## src/hdl/sjm_pkg.sv

```systemverilog
`timescale 1ns / 1ps
// ----------------------------------------------------------------------------
// Serial joystick to motor PWM: shared package
// Widths, character codes, thresholds, reciprocal constants and the structs
// passed between the parser, the arithmetic units and the result pipeline.
// ----------------------------------------------------------------------------
package sjm_pkg;

  localparam int LINE_BYTES_DEF = 100;

  localparam int RX_W       = 8;
  localparam int JOY_W      = 12;
  localparam int DUTY_W     = 16;
  localparam int DTOP_W     = 16;
  localparam int STOP_W     = 24;
  localparam int SERVO_W    = 24;
  localparam int CFG_IDX_W  = 1;
  localparam int CFG_DATA_W = 24;

  localparam int OUT_FIELDS_W = 2 * JOY_W + 2 * DUTY_W + 2 + SERVO_W;
  localparam int OUT_DATA_W   = ((OUT_FIELDS_W + 7) / 8) * 8;
  localparam int OUT_PAD_W    = OUT_DATA_W - OUT_FIELDS_W;

  typedef enum logic [CFG_IDX_W-1:0] {
    CFG_DRIVE_TOP = 1'b0,
    CFG_SERVO_TOP = 1'b1
  } cfg_idx_t;

  localparam logic [DTOP_W-1:0] DRIVE_TOP_RST = 16'd4199;
  localparam logic [STOP_W-1:0] SERVO_TOP_RST = 24'd1679999;

  localparam logic [RX_W-1:0] RX_NEWLINE = 8'h0A;
  localparam logic [RX_W-1:0] RX_NUL     = 8'h00;
  localparam logic [RX_W-1:0] RX_COMMA   = 8'h2C;
  localparam logic [RX_W-1:0] RX_ZERO    = 8'h30;
  localparam logic [RX_W-1:0] RX_NINE    = 8'h39;

  localparam logic [JOY_W-1:0] JOY_MIN    = 12'd10;
  localparam logic [JOY_W-1:0] JOY_MAX    = 12'd3890;
  localparam logic [JOY_W-1:0] JOY_HI_THR = 12'd2020;
  localparam logic [JOY_W-1:0] JOY_LO_THR = 12'd1900;
  localparam logic [JOY_W-1:0] JOY_CENTER = 12'd2000;

  // Axis duty: distance from center times top, divided by 2096 or 2000.
  // Both divisors are 16 times a small odd number, so the low four bits are
  // dropped first and the rest is a reciprocal multiply with one correction.
  localparam int AX_DIFF_W    = 11;
  localparam int AX_N_W       = AX_DIFF_W + DTOP_W;
  localparam int AX_PRE_SHIFT = 4;
  localparam int AX_M_W       = AX_N_W - AX_PRE_SHIFT;
  localparam int AX_REC_W     = 17;
  localparam int AX_P_W       = AX_M_W + AX_REC_W;
  localparam int AX_DIV_W     = 8;
  localparam int AX_REC_SHIFT = 23;
  localparam logic [AX_DIV_W-1:0] AX_DIV_HI = 8'd131;
  localparam logic [AX_DIV_W-1:0] AX_DIV_LO = 8'd125;
  localparam logic [AX_REC_W-1:0] AX_REC_HI = 17'd64035;
  localparam logic [AX_REC_W-1:0] AX_REC_LO = 17'd67108;

  // Servo: servo_top / 10 and / 20 through a reciprocal of five, then the
  // span times y divided by 4095 through a shift-add reciprocal.
  localparam int SV_A_W      = STOP_W - 1;
  localparam int SV_REC_W    = 21;
  localparam int SV_PA_W     = SV_A_W + SV_REC_W;
  localparam int SV_REC_SHIFT = 23;
  localparam int SV_Q5_W     = 21;
  localparam int SV_SPAN_W   = 20;
  localparam int SV_P_W      = JOY_W + SV_SPAN_W;
  localparam int SV_SUM_W    = 2 * SV_P_W + 1;
  localparam int SV_REC2_SHIFT = 44;
  localparam int SV_Q_W      = 20;
  localparam logic [SV_REC_W-1:0] SV_REC5   = 21'd1677721;
  localparam logic [SV_A_W-1:0]   SV_DIV5   = 23'd5;
  localparam logic [SV_P_W-1:0]   SV_DIV4095 = 32'd4095;

  typedef struct packed {
    logic [JOY_W-1:0] joy_x;
    logic [JOY_W-1:0] joy_y;
    logic             drive_forward;
    logic             turn_left;
  } line_t;

  typedef struct packed {
    logic b;
    logic c;
    logic d;
    logic e;
    logic f;
  } pipe_en_t;

endpackage

```

## src/hdl/sjm_line_parser.sv

```systemverilog
`timescale 1ns / 1ps
// ----------------------------------------------------------------------------
// Serial joystick line parser
// Accumulates the decimal x and y fields of each line and, on newline,
// presents the clamped values and the updated direction pins in a register.
// ----------------------------------------------------------------------------
module sjm_line_parser #(
  parameter int LINE_BYTES = sjm_pkg::LINE_BYTES_DEF
) (
  input  logic                     clk,
  input  logic                     rst_n,
  input  logic                     in_valid,
  output logic                     in_ready,
  input  logic [sjm_pkg::RX_W-1:0] rx_byte,
  output logic                     line_valid,
  input  logic                     line_ready,
  output sjm_pkg::line_t           line
);
  import sjm_pkg::*;

  localparam int CNT_W = $clog2(LINE_BYTES);
  localparam logic [CNT_W-1:0] CNT_LAST = CNT_W'(LINE_BYTES - 1);

  logic [JOY_W-1:0] x_acc_r, x_acc_nxt;
  logic [JOY_W-1:0] y_acc_r, y_acc_nxt;
  logic             second_r, second_nxt;
  logic             term_r, term_nxt;
  logic [CNT_W-1:0] cnt_r, cnt_nxt;
  logic             dpin_r, dpin_nxt;
  logic             tpin_r, tpin_nxt;
  logic             line_v_r, line_v_nxt;
  line_t            line_r;

  logic             fire;
  logic             is_nl;
  logic             is_digit;
  logic [3:0]       digit_full;
  logic [JOY_W-1:0] acc_sel;
  logic [JOY_W-1:0] acc_mac;
  logic [JOY_W-1:0] x_clamp;
  logic [JOY_W-1:0] y_clamp;
  logic             dpin_new;
  logic             tpin_new;

  function automatic logic [JOY_W-1:0] clamp_joy(input logic [JOY_W-1:0] v);
    logic [JOY_W-1:0] r;
    r = v;
    if (r > JOY_MAX) r = JOY_MAX;
    if (r < JOY_MIN) r = JOY_MIN;
    return r;
  endfunction

  assign in_ready   = !line_v_r || line_ready;
  assign fire       = in_valid && in_ready;
  assign is_nl      = (rx_byte == RX_NEWLINE);
  assign is_digit   = (rx_byte >= RX_ZERO) && (rx_byte <= RX_NINE);
  assign digit_full = 4'(rx_byte - RX_ZERO);
  assign acc_sel    = second_r ? y_acc_r : x_acc_r;
  assign acc_mac    = {acc_sel[JOY_W-4:0], 3'b000} + {acc_sel[JOY_W-2:0], 1'b0}
                    + {{(JOY_W-4){1'b0}}, digit_full};
  assign x_clamp    = clamp_joy(x_acc_r);
  assign y_clamp    = clamp_joy(y_acc_r);

  always_comb begin
    dpin_new = dpin_r;
    if (y_clamp > JOY_HI_THR) dpin_new = 1'b1;
    else if (y_clamp < JOY_LO_THR) dpin_new = 1'b0;
    tpin_new = tpin_r;
    if (x_clamp > JOY_HI_THR) tpin_new = 1'b0;
    else if (x_clamp < JOY_LO_THR) tpin_new = 1'b1;
  end

  always_comb begin
    x_acc_nxt  = x_acc_r;
    y_acc_nxt  = y_acc_r;
    second_nxt = second_r;
    term_nxt   = term_r;
    cnt_nxt    = cnt_r;
    dpin_nxt   = dpin_r;
    tpin_nxt   = tpin_r;
    if (fire) begin
      if (is_nl) begin
        x_acc_nxt  = '0;
        y_acc_nxt  = '0;
        second_nxt = 1'b0;
        term_nxt   = 1'b0;
        cnt_nxt    = '0;
        dpin_nxt   = dpin_new;
        tpin_nxt   = tpin_new;
      end else if (cnt_r < CNT_LAST) begin
        cnt_nxt = cnt_r + 1'b1;
        if (!term_r) begin
          if (rx_byte == RX_NUL) begin
            term_nxt = 1'b1;
          end else if ((rx_byte == RX_COMMA) && !second_r) begin
            second_nxt = 1'b1;
          end else if (is_digit) begin
            if (second_r) y_acc_nxt = acc_mac;
            else x_acc_nxt = acc_mac;
          end
        end
      end
    end
    line_v_nxt = in_ready ? (fire && is_nl) : line_v_r;
  end

  always_ff @(posedge clk) begin
    if (!rst_n) begin
      x_acc_r  <= '0;
      y_acc_r  <= '0;
      second_r <= 1'b0;
      term_r   <= 1'b0;
      cnt_r    <= '0;
      dpin_r   <= 1'b0;
      tpin_r   <= 1'b0;
      line_v_r <= 1'b0;
    end else begin
      x_acc_r  <= x_acc_nxt;
      y_acc_r  <= y_acc_nxt;
      second_r <= second_nxt;
      term_r   <= term_nxt;
      cnt_r    <= cnt_nxt;
      dpin_r   <= dpin_nxt;
      tpin_r   <= tpin_nxt;
      line_v_r <= line_v_nxt;
    end
  end

  always_ff @(posedge clk) begin
    if (fire && is_nl) begin
      line_r.joy_x         <= x_clamp;
      line_r.joy_y         <= y_clamp;
      line_r.drive_forward <= dpin_new;
      line_r.turn_left     <= tpin_new;
    end
  end

  assign line_valid = line_v_r;
  assign line       = line_r;

endmodule

```

## src/hdl/sjm_axis_duty.sv

```systemverilog
`timescale 1ns / 1ps
// ----------------------------------------------------------------------------
// Axis duty unit
// Three-stage datapath giving the motor compare value for one joystick axis:
// product with the period count, reciprocal multiply, then a remainder fix.
// ----------------------------------------------------------------------------
module sjm_axis_duty (
  input  logic                         clk,
  input  sjm_pkg::pipe_en_t            en,
  input  logic [sjm_pkg::JOY_W-1:0]    joy,
  input  logic [sjm_pkg::DTOP_W-1:0]   top,
  output logic [sjm_pkg::DUTY_W-1:0]   duty
);
  import sjm_pkg::*;

  logic                 above;
  logic                 below;
  logic [JOY_W-1:0]     delta;
  logic [AX_DIFF_W-1:0] diff;

  logic [AX_N_W-1:0]    n_r;
  logic                 sel_b_r;
  logic [AX_M_W-1:0]    m;
  logic [AX_REC_W-1:0]  rec;
  logic [AX_P_W-1:0]    p_r;
  logic [AX_M_W-1:0]    m_c_r;
  logic                 sel_c_r;
  logic [DUTY_W-1:0]    q_est;
  logic [AX_DIV_W-1:0]  dv;
  logic [AX_M_W-1:0]    q_prod;
  logic [AX_M_W-1:0]    rem;
  logic [DUTY_W-1:0]    duty_r;

  assign above = (joy > JOY_HI_THR);
  assign below = (joy < JOY_LO_THR);

  always_comb begin
    delta = '0;
    if (above) delta = joy - JOY_CENTER;
    else if (below) delta = JOY_CENTER - joy;
  end

  assign diff = delta[AX_DIFF_W-1:0];

  always_ff @(posedge clk) begin
    if (en.b) begin
      n_r     <= {{DTOP_W{1'b0}}, diff} * {{AX_DIFF_W{1'b0}}, top};
      sel_b_r <= above;
    end
  end

  assign m   = n_r[AX_N_W-1:AX_PRE_SHIFT];
  assign rec = sel_b_r ? AX_REC_HI : AX_REC_LO;

  always_ff @(posedge clk) begin
    if (en.c) begin
      p_r     <= {{AX_REC_W{1'b0}}, m} * {{AX_M_W{1'b0}}, rec};
      m_c_r   <= m;
      sel_c_r <= sel_b_r;
    end
  end

  assign q_est  = p_r[AX_REC_SHIFT +: DUTY_W];
  assign dv     = sel_c_r ? AX_DIV_HI : AX_DIV_LO;
  assign q_prod = {{(AX_M_W-DUTY_W){1'b0}}, q_est} * {{(AX_M_W-AX_DIV_W){1'b0}}, dv};
  assign rem    = m_c_r - q_prod;

  always_ff @(posedge clk) begin
    if (en.d) begin
      duty_r <= q_est + DUTY_W'(rem >= {{(AX_M_W-AX_DIV_W){1'b0}}, dv});
    end
  end

  assign duty = duty_r;

endmodule

```

## src/hdl/sjm_servo_duty.sv

```systemverilog
`timescale 1ns / 1ps
// ----------------------------------------------------------------------------
// Servo duty unit
// Five-stage datapath: pulse bounds from the servo period, span times the
// vertical value, division by 4095 and the final offset.
// ----------------------------------------------------------------------------
module sjm_servo_duty (
  input  logic                         clk,
  input  sjm_pkg::pipe_en_t            en,
  input  logic [sjm_pkg::JOY_W-1:0]    joy_y,
  input  logic [sjm_pkg::STOP_W-1:0]   top,
  output logic [sjm_pkg::SERVO_W-1:0]  servo
);
  import sjm_pkg::*;

  logic [SV_A_W-1:0]    a;
  logic [SV_A_W-1:0]    b;
  logic [SV_PA_W-1:0]   pa_r;
  logic [SV_PA_W-1:0]   pb_r;
  logic [SV_A_W-1:0]    a_b_r;
  logic [SV_A_W-1:0]    b_b_r;
  logic [JOY_W-1:0]     y_b_r;

  logic [SV_Q5_W-1:0]   qa;
  logic [SV_Q5_W-1:0]   qb;
  logic [SV_A_W-1:0]    ra;
  logic [SV_A_W-1:0]    rb;
  logic [SV_Q5_W-1:0]   hi;
  logic [SV_Q5_W-1:0]   lo;
  logic [SV_Q5_W-1:0]   span;
  logic [SV_SPAN_W-1:0] span_c_r;
  logic [SV_SPAN_W-1:0] lo_c_r;
  logic [JOY_W-1:0]     y_c_r;

  logic [SV_P_W-1:0]    p_d_r;
  logic [SV_SPAN_W-1:0] lo_d_r;

  logic [SV_SUM_W-1:0]  rsum;
  logic [SV_Q_W-1:0]    q_e_r;
  logic [SV_P_W-1:0]    p_e_r;
  logic [SV_SPAN_W-1:0] lo_e_r;

  logic [SV_P_W-1:0]    q_prod;
  logic [SV_P_W-1:0]    rem;
  logic [SV_Q_W-1:0]    q_fix;
  logic [SERVO_W-1:0]   servo_r;

  assign a = top[STOP_W-1:1];
  assign b = {1'b0, top[STOP_W-1:2]};

  always_ff @(posedge clk) begin
    if (en.b) begin
      pa_r  <= {{SV_REC_W{1'b0}}, a} * {{SV_A_W{1'b0}}, SV_REC5};
      pb_r  <= {{SV_REC_W{1'b0}}, b} * {{SV_A_W{1'b0}}, SV_REC5};
      a_b_r <= a;
      b_b_r <= b;
      y_b_r <= joy_y;
    end
  end

  assign qa   = pa_r[SV_REC_SHIFT +: SV_Q5_W];
  assign qb   = pb_r[SV_REC_SHIFT +: SV_Q5_W];
  assign ra   = a_b_r - ({qa, 2'b00} + {2'b00, qa});
  assign rb   = b_b_r - ({qb, 2'b00} + {2'b00, qb});
  assign hi   = qa + SV_Q5_W'(ra >= SV_DIV5);
  assign lo   = qb + SV_Q5_W'(rb >= SV_DIV5);
  assign span = hi - lo;

  always_ff @(posedge clk) begin
    if (en.c) begin
      span_c_r <= span[SV_SPAN_W-1:0];
      lo_c_r   <= lo[SV_SPAN_W-1:0];
      y_c_r    <= y_b_r;
    end
  end

  always_ff @(posedge clk) begin
    if (en.d) begin
      p_d_r  <= {{SV_SPAN_W{1'b0}}, y_c_r} * {{JOY_W{1'b0}}, span_c_r};
      lo_d_r <= lo_c_r;
    end
  end

  // The reciprocal of 4095 scaled by 2^44 is 2^32 + 2^20 + 2^8.
  assign rsum = {1'b0, p_d_r, 32'd0}
              + {13'd0, p_d_r, 20'd0}
              + {25'd0, p_d_r, 8'd0};

  always_ff @(posedge clk) begin
    if (en.e) begin
      q_e_r  <= rsum[SV_REC2_SHIFT +: SV_Q_W];
      p_e_r  <= p_d_r;
      lo_e_r <= lo_d_r;
    end
  end

  assign q_prod = {q_e_r, 12'd0} - {12'd0, q_e_r};
  assign rem    = p_e_r - q_prod;
  assign q_fix  = q_e_r + SV_Q_W'(rem >= SV_DIV4095);

  always_ff @(posedge clk) begin
    if (en.f) begin
      servo_r <= {{(SERVO_W-SV_Q_W){1'b0}}, q_fix}
               + {{(SERVO_W-SV_SPAN_W){1'b0}}, lo_e_r};
    end
  end

  assign servo = servo_r;

endmodule

```

## src/hdl/sjm_duty_pipe.sv

```systemverilog
`timescale 1ns / 1ps
// ----------------------------------------------------------------------------
// Result pipeline
// Five registered stages with per-stage valid bits that close up bubbles; the
// last stage is the output register of the result channel.
// ----------------------------------------------------------------------------
module sjm_duty_pipe (
  input  logic                            clk,
  input  logic                            rst_n,
  input  logic                            line_valid,
  output logic                            line_ready,
  input  sjm_pkg::line_t                  line,
  input  logic [sjm_pkg::DTOP_W-1:0]      drive_top,
  input  logic [sjm_pkg::STOP_W-1:0]      servo_top,
  output logic                            out_valid,
  input  logic                            out_ready,
  output logic [sjm_pkg::OUT_DATA_W-1:0]  out_data
);
  import sjm_pkg::*;

  localparam int NSTAGE = 5;

  logic [NSTAGE-1:0] v_r, v_nxt;
  logic [NSTAGE-1:0] rdy;
  pipe_en_t          en;
  line_t             ln_r [NSTAGE];

  logic [DUTY_W-1:0]  drive_d;
  logic [DUTY_W-1:0]  turn_d;
  logic [DUTY_W-1:0]  drive_e_r, drive_f_r;
  logic [DUTY_W-1:0]  turn_e_r, turn_f_r;
  logic [SERVO_W-1:0] servo_f;

  always_comb begin
    rdy[NSTAGE-1] = !v_r[NSTAGE-1] || out_ready;
    for (int k = NSTAGE - 2; k >= 0; k--) begin
      rdy[k] = !v_r[k] || rdy[k+1];
    end
    v_nxt[0] = rdy[0] ? line_valid : v_r[0];
    for (int k = 1; k < NSTAGE; k++) begin
      v_nxt[k] = rdy[k] ? v_r[k-1] : v_r[k];
    end
  end

  assign en.b = rdy[0];
  assign en.c = rdy[1];
  assign en.d = rdy[2];
  assign en.e = rdy[3];
  assign en.f = rdy[4];

  always_ff @(posedge clk) begin
    if (!rst_n) begin
      v_r <= '0;
    end else begin
      v_r <= v_nxt;
    end
  end

  always_ff @(posedge clk) begin
    if (rdy[0]) ln_r[0] <= line;
  end

  for (genvar g = 1; g < NSTAGE; g++) begin : g_line
    always_ff @(posedge clk) begin
      if (rdy[g]) ln_r[g] <= ln_r[g-1];
    end
  end

  sjm_axis_duty u_drive (
    .clk  (clk),
    .en   (en),
    .joy  (line.joy_y),
    .top  (drive_top),
    .duty (drive_d)
  );

  sjm_axis_duty u_turn (
    .clk  (clk),
    .en   (en),
    .joy  (line.joy_x),
    .top  (drive_top),
    .duty (turn_d)
  );

  sjm_servo_duty u_servo (
    .clk   (clk),
    .en    (en),
    .joy_y (line.joy_y),
    .top   (servo_top),
    .servo (servo_f)
  );

  always_ff @(posedge clk) begin
    if (en.e) begin
      drive_e_r <= drive_d;
      turn_e_r  <= turn_d;
    end
    if (en.f) begin
      drive_f_r <= drive_e_r;
      turn_f_r  <= turn_e_r;
    end
  end

  assign line_ready = rdy[0];
  assign out_valid  = v_r[NSTAGE-1];
  assign out_data   = {{OUT_PAD_W{1'b0}}, servo_f,
                       ln_r[NSTAGE-1].turn_left, turn_f_r,
                       ln_r[NSTAGE-1].drive_forward, drive_f_r,
                       ln_r[NSTAGE-1].joy_y, ln_r[NSTAGE-1].joy_x};

endmodule

```

## src/hdl/serial_joystick_to_motor_pwm_unit.sv

```systemverilog
`timescale 1ns / 1ps
// ----------------------------------------------------------------------------
// Serial joystick to motor PWM unit
// Parses "x,y" text lines from a serial byte stream and, per line, produces
// clamped joystick values, drive and turn motor compare values with their
// direction pins, and a servo compare value.
// ----------------------------------------------------------------------------
// One byte is taken per clock cycle, and back-to-back bytes never stall while
// the output side keeps up. Each newline produces one result transaction: the
// edge that accepts it loads the parser's line register, and the pipeline
// stages then carry the line through the arithmetic pipeline, whose depth is
// set by the reciprocal-multiply divisions. Up to six results can be in
// flight; only when all of them wait on out_tready does in_tready drop. Bytes
// other than newline produce no result. Configuration writes take effect at
// once and must only be made while no result is pending.
// ----------------------------------------------------------------------------
module serial_joystick_to_motor_pwm_unit #(
  parameter int LINE_BYTES = sjm_pkg::LINE_BYTES_DEF
) (
  input  logic                               clk,
  input  logic                               rst_n,
  input  logic                               in_tvalid,
  output logic                               in_tready,
  // rx_byte[7:0]
  input  logic [sjm_pkg::RX_W-1:0]           in_tdata,
  output logic                               out_tvalid,
  input  logic                               out_tready,
  // joy_x[11:0], joy_y[23:12], drive_duty[39:24], drive_forward[40],
  // turn_duty[56:41], turn_left[57], servo_duty[81:58], zero pad[87:82]
  output logic [sjm_pkg::OUT_DATA_W-1:0]     out_tdata,
  input  logic                               cfg_we,
  input  logic [sjm_pkg::CFG_IDX_W-1:0]      cfg_addr,
  input  logic [sjm_pkg::CFG_DATA_W-1:0]     cfg_wdata
);
  import sjm_pkg::*;

  logic [DTOP_W-1:0] drive_top_r, drive_top_nxt;
  logic [STOP_W-1:0] servo_top_r, servo_top_nxt;
  logic              line_valid;
  logic              line_ready;
  line_t             line;

  always_comb begin
    drive_top_nxt = drive_top_r;
    servo_top_nxt = servo_top_r;
    if (cfg_we) begin
      unique case (cfg_idx_t'(cfg_addr))
        CFG_DRIVE_TOP: drive_top_nxt = cfg_wdata[DTOP_W-1:0];
        CFG_SERVO_TOP: servo_top_nxt = cfg_wdata[STOP_W-1:0];
        default: ;
      endcase
    end
  end

  always_ff @(posedge clk) begin
    if (!rst_n) begin
      drive_top_r <= DRIVE_TOP_RST;
      servo_top_r <= SERVO_TOP_RST;
    end else begin
      drive_top_r <= drive_top_nxt;
      servo_top_r <= servo_top_nxt;
    end
  end

  sjm_line_parser #(
    .LINE_BYTES (LINE_BYTES)
  ) u_parser (
    .clk        (clk),
    .rst_n      (rst_n),
    .in_valid   (in_tvalid),
    .in_ready   (in_tready),
    .rx_byte    (in_tdata),
    .line_valid (line_valid),
    .line_ready (line_ready),
    .line       (line)
  );

  sjm_duty_pipe u_pipe (
    .clk        (clk),
    .rst_n      (rst_n),
    .line_valid (line_valid),
    .line_ready (line_ready),
    .line       (line),
    .drive_top  (drive_top_r),
    .servo_top  (servo_top_r),
    .out_valid  (out_tvalid),
    .out_ready  (out_tready),
    .out_data   (out_tdata)
  );

endmodule

```

## config.mk

```make
export PLATFORM = sky130hd
export DESIGN_NAME = serial_joystick_to_motor_pwm_unit
export DESIGN_NICKNAME = d
export VERILOG_FILES = /design/src/hdl/sjm_pkg.sv /design/src/hdl/sjm_line_parser.sv /design/src/hdl/sjm_axis_duty.sv /design/src/hdl/sjm_servo_duty.sv /design/src/hdl/sjm_duty_pipe.sv /design/src/hdl/serial_joystick_to_motor_pwm_unit.sv
export SDC_FILE = /design/constraint.sdc
export NUM_CORES = 2
export LEC_CHECK = 0
export BUFFER_PORTS_ARGS = -buffer_cell sky130_fd_sc_hd__buf_2
export CAP_MARGIN = 15
export CORE_MARGIN = 5
export CORE_UTILIZATION = 48
export CTS_CLUSTER_SIZE = 20
export DETAILED_ROUTE_END_ITERATION = 7
export PLACE_DENSITY = 0.61
export RECOVER_POWER = 50
export SLEW_MARGIN = 40
export SYNTH_ARGS = -nofsm -noshare
export SYNTH_HDL_FRONTEND = slang
export SYNTH_SLANG_ARGS = --single-unit
```

## constraint.sdc

```tcl
create_clock -name clk -period 10.6 [get_ports clk]
set_clock_uncertainty 0.15 [all_clocks]
set_input_delay 1.59 -clock clk [delete_from_list [all_inputs] [get_ports clk]]
set_output_delay 1.59 -clock clk [all_outputs]
set_load 0.1 [all_outputs]
```

==> Implementation_results.wiki <==
{| class="wikitable"
! Metric !! Value
|-
| Distinct cell type count of the synthesized netlist || 104
|-
| Resized Gates After CTS || 0
|-
| I/O pin count || roughly 130
|-
| Cell at the slowest stage of the critical path || sky130_fd_sc_hd__clkinv_1
|-
| Number of buffers added to fix hold violations after cts || 0
|-
| Critical path arrival || around 8.7 ns
|-
| GRT Util Overall || 22.14%
|-
| Effective utilization at floorplan || 48.23%
|-
| Post-layout nets || about 11k
|-
| Worst Path Max Fanout || 22
|-
| # DRC || 0
|-
| Flip-flop and latch count after synthesis || 709
|-
| Core box area || 180700 um2
|-
| Hold Violations, Final || 0
|-
| Total Wirelength || 207400 um
|-
| Part of the Yosys area used for sequential elements || 23.50%
|-
| Detail Route Antenna Nets || 0
|-
| Worst-margin pin slew || 4.155 ns
|-
| Clock tree from TritonCTS || yes
|-
| PortBufs || 118
|-
| Type of the worst setup path || flip-flop to flip-flop
|-
| Post-synth top flop || sky130_fd_sc_hd__edfxtp_1
|-
| Layout Cell Area excl Fill || 92970 um2
|-
| Source of the worst hold timing path || u_pipe.u_drive.duty[12]$_DFFE_PP_
|-
| Vias in the first global route || 60.84k
|-
| Setup TNS Final || 0 ns
|-
| Most frequent cells in the layout || sky130_fd_sc_hd__inv_1, sky130_fd_sc_hd__ha_1, sky130_fd_sc_hd__fa_1
|-
| Violations in the final reports || capacitance limit, slew limit
|-
| Share of final-layout standard cells stronger than drive strength 1 || 4.131%
|-
| TritonCTS buffer count || 86
|-
| Worst-Skew Late Latency || 0.71 ns
|-
| Launch point of the worst path || u_pipe.u_drive.sel_c_r$_DFFE_PP_
|-
| Critical register-to-register path startpoint || u_pipe.u_drive.sel_c_r$_DFFE_PP_
|-
| Max capacitance violation total || 8
|-
| CTS H-Tree Depth || 3
|-
| Max Clock Freq || around 120 MHz
|-
| Number of sinks driven by the clock tree || 709
|-
| Post-synthesis instance area || slightly below 90000 um2
|-
| Type of the worst min-delay path || flip-flop to flip-flop
|-
| Fill cell count || 16.27k
|-
| Ys async rst share || 0%
|-
| Wire length of the first global-routing pass || around 340000 um
|-
| DP HPWL || 170900 um
|-
| Maximum root-to-sink buffer count || 3
|-
| Iteration-0 DRC count of the detailed router || 3426
|-
| Post-layout util || 51.44%
|-
| Number of synthesized flops with an enable pin || 629
|-
| Antenna violations before repair || 7
|-
| Total cell area at the placement stage || 90100 um2
|-
| Relative slew margins || -177.0%
|-
| Via Count || ~58k
|-
| Maximum single-stage delay on the critical path || between 0.6 and 0.7 ns
|-
| Area of the die || between 150000 and 200000 um2
|-
| Mean post-synth cell area || 10.36 um2
|-
| Startpoint kind of the worst setup timing path || flip-flop
|-
| Total setup violations reported at the end of the flow || 0
|-
| Cell at the root of the clock tree || sky130_fd_sc_hd__clkbuf_16
|-
| Portion of synthesized cell area occupied by the leading cell type || between 20 and 30%
|-
| First-pass iteration count of the detailed router || 5
|-
| Post-Syn Instances || around 8.4k
|-
| Area contributors post-synth || sky130_fd_sc_hd__fa_1, sky130_fd_sc_hd__edfxtp_1, sky130_fd_sc_hd__ha_1
|-
| Total overflow reported by the global router || 0
|-
| Drt via density || 5.296
|-
| Unrepaired setup endpoints after global routing || no
|-
| Leading cell type in the layout, fill and taps excluded || sky130_fd_sc_hd__inv_1
|-
| Post-CTS setup repair buffer count || 0
|-
| Chip width || around 440 um
|-
| Clock transition at path regs || 0.06 ns
|-
| Yosys warnings || 0
|-
| Final Max Tran Viols || 454
|-
| Largest net degree at the start of global routing || 85
|-
| Area leader, netlist || sky130_fd_sc_hd__fa_1
|-
| Final period util || 79.64%
|-
| Final weighted congestion in routability-driven placement || just over 0.9
|-
| Area growth, synth to finish || 6.648%
|-
| Result of the run || finished with violations
|-
| Required time at the endpoint of the critical path || ~11 ns
|-
| Critical path capture point type || flip-flop
|-
| Average wire per standard cell || 19.08 um
|-
| Minimum clock period || 8.442 ns
|-
| Die height || ~440 um
|-
| Site row count || roughly 160
|-
| Min Hold Slack || 0.2540 ns
|}
==> worst paths after layout <==
kind	slack, ns	to	depth (start not counted)
worst max-delay path	2.16	u_pipe.u_drive.duty[12]$_DFFE_PP_	30
worst min-delay path	0.25	u_pipe.drive_e_r[12]$_DFFE_PP_	0
worst max register to register	2.16	u_pipe.u_drive.duty[12]$_DFFE_PP_	30
worst min register to register	0.25	u_pipe.drive_e_r[12]$_DFFE_PP_	0
==> flip-flops by register name, indices dropped and copies added (netlist names), 24 cells and up <==
name,count
u_parser.line,26
u_pipe.ln_r,108
u_pipe.u_servo.p_d_r,32
u_pipe.u_servo.p_e_r,32
u_pipe.u_servo.pa_r,24
==> cells in the mapped netlist, drive strengths merged (25+ instances only) <==
cell	instances
edfxtp	629
dfxtp	80
nor2	239
and3	33
o21ai	186
inv	1704
a21o	117
ha	1228
nand3	120
nor2b	136
nand2	760
clkbuf	200
a21boi	34
o21a	63
mux2i	38
a21oi	278
nor3	96
nor4	25
nand4	64
and2	255
buf	45
a31oi	36
o211ai	30
nand2b	71
xor2	80
o21bai	36
xnor2	257
a211oi	39
or2	53
fa	1224
==> per-stage QoR <==
step	worst slack [ns]	std cells
finish	2.158	10869
global route	1.641	10869
global placement	1.979	10703
CTS	1.881	10862
floorplan	3.138	8422
detailed placement	1.926	10705
==> logic make-up after synthesis <==
group           Yosys count  synth area share, %
other cells               1             0.004302
mux                      47               0.5526
compound gates          996                7.503
flops                   709                23.50
fa+ha+maj              2452                45.73
xor+xnor                337                3.386
buf+inv                1952                8.591
simple gates           1920                10.73
==> critical path: cells and delay by family, from the launching register on <==
family	cells	cell delay, ns
xor+xnor	1	0.07
buf+inv	6	1.31
simple gates	11	2.75
flops	1	0.32
fa+ha+maj	8	2.79
compound gates	4	0.78
==> layout make-up <==
cell class	count	area, um2	share of cell area, %
diodes	2	5.005	0.005383
clock buffers	105	2350	2.527
well taps	2370	2965	3.189
multi-input cells	5761	59310	63.79
inverters	1706	6407	6.892
clock inverters	52	566.8	0.6096
flip-flops and latches	709	20500	22.05
repair buffers	164	877.1	0.9434
==> routing by layer <==
| metal | share of wire (%) | global-route usage [%] | vias up |
|---|---|---|---|
| met1 | 47 | 31.75 | 28709 |
| met5 | 0.0063 | 0 | - |
| met2 | 46 | 35.95 | 1310 |
| li1 | - | - | 27289 |
| met3 | 4.7 | 2.612 | 252 |
| met4 | 2.5 | 5.679 | 2 |
Power is left out: the tool's default activity adds up to more than one toggle a clock period on the data nets, which glitch-free logic cannot reach.
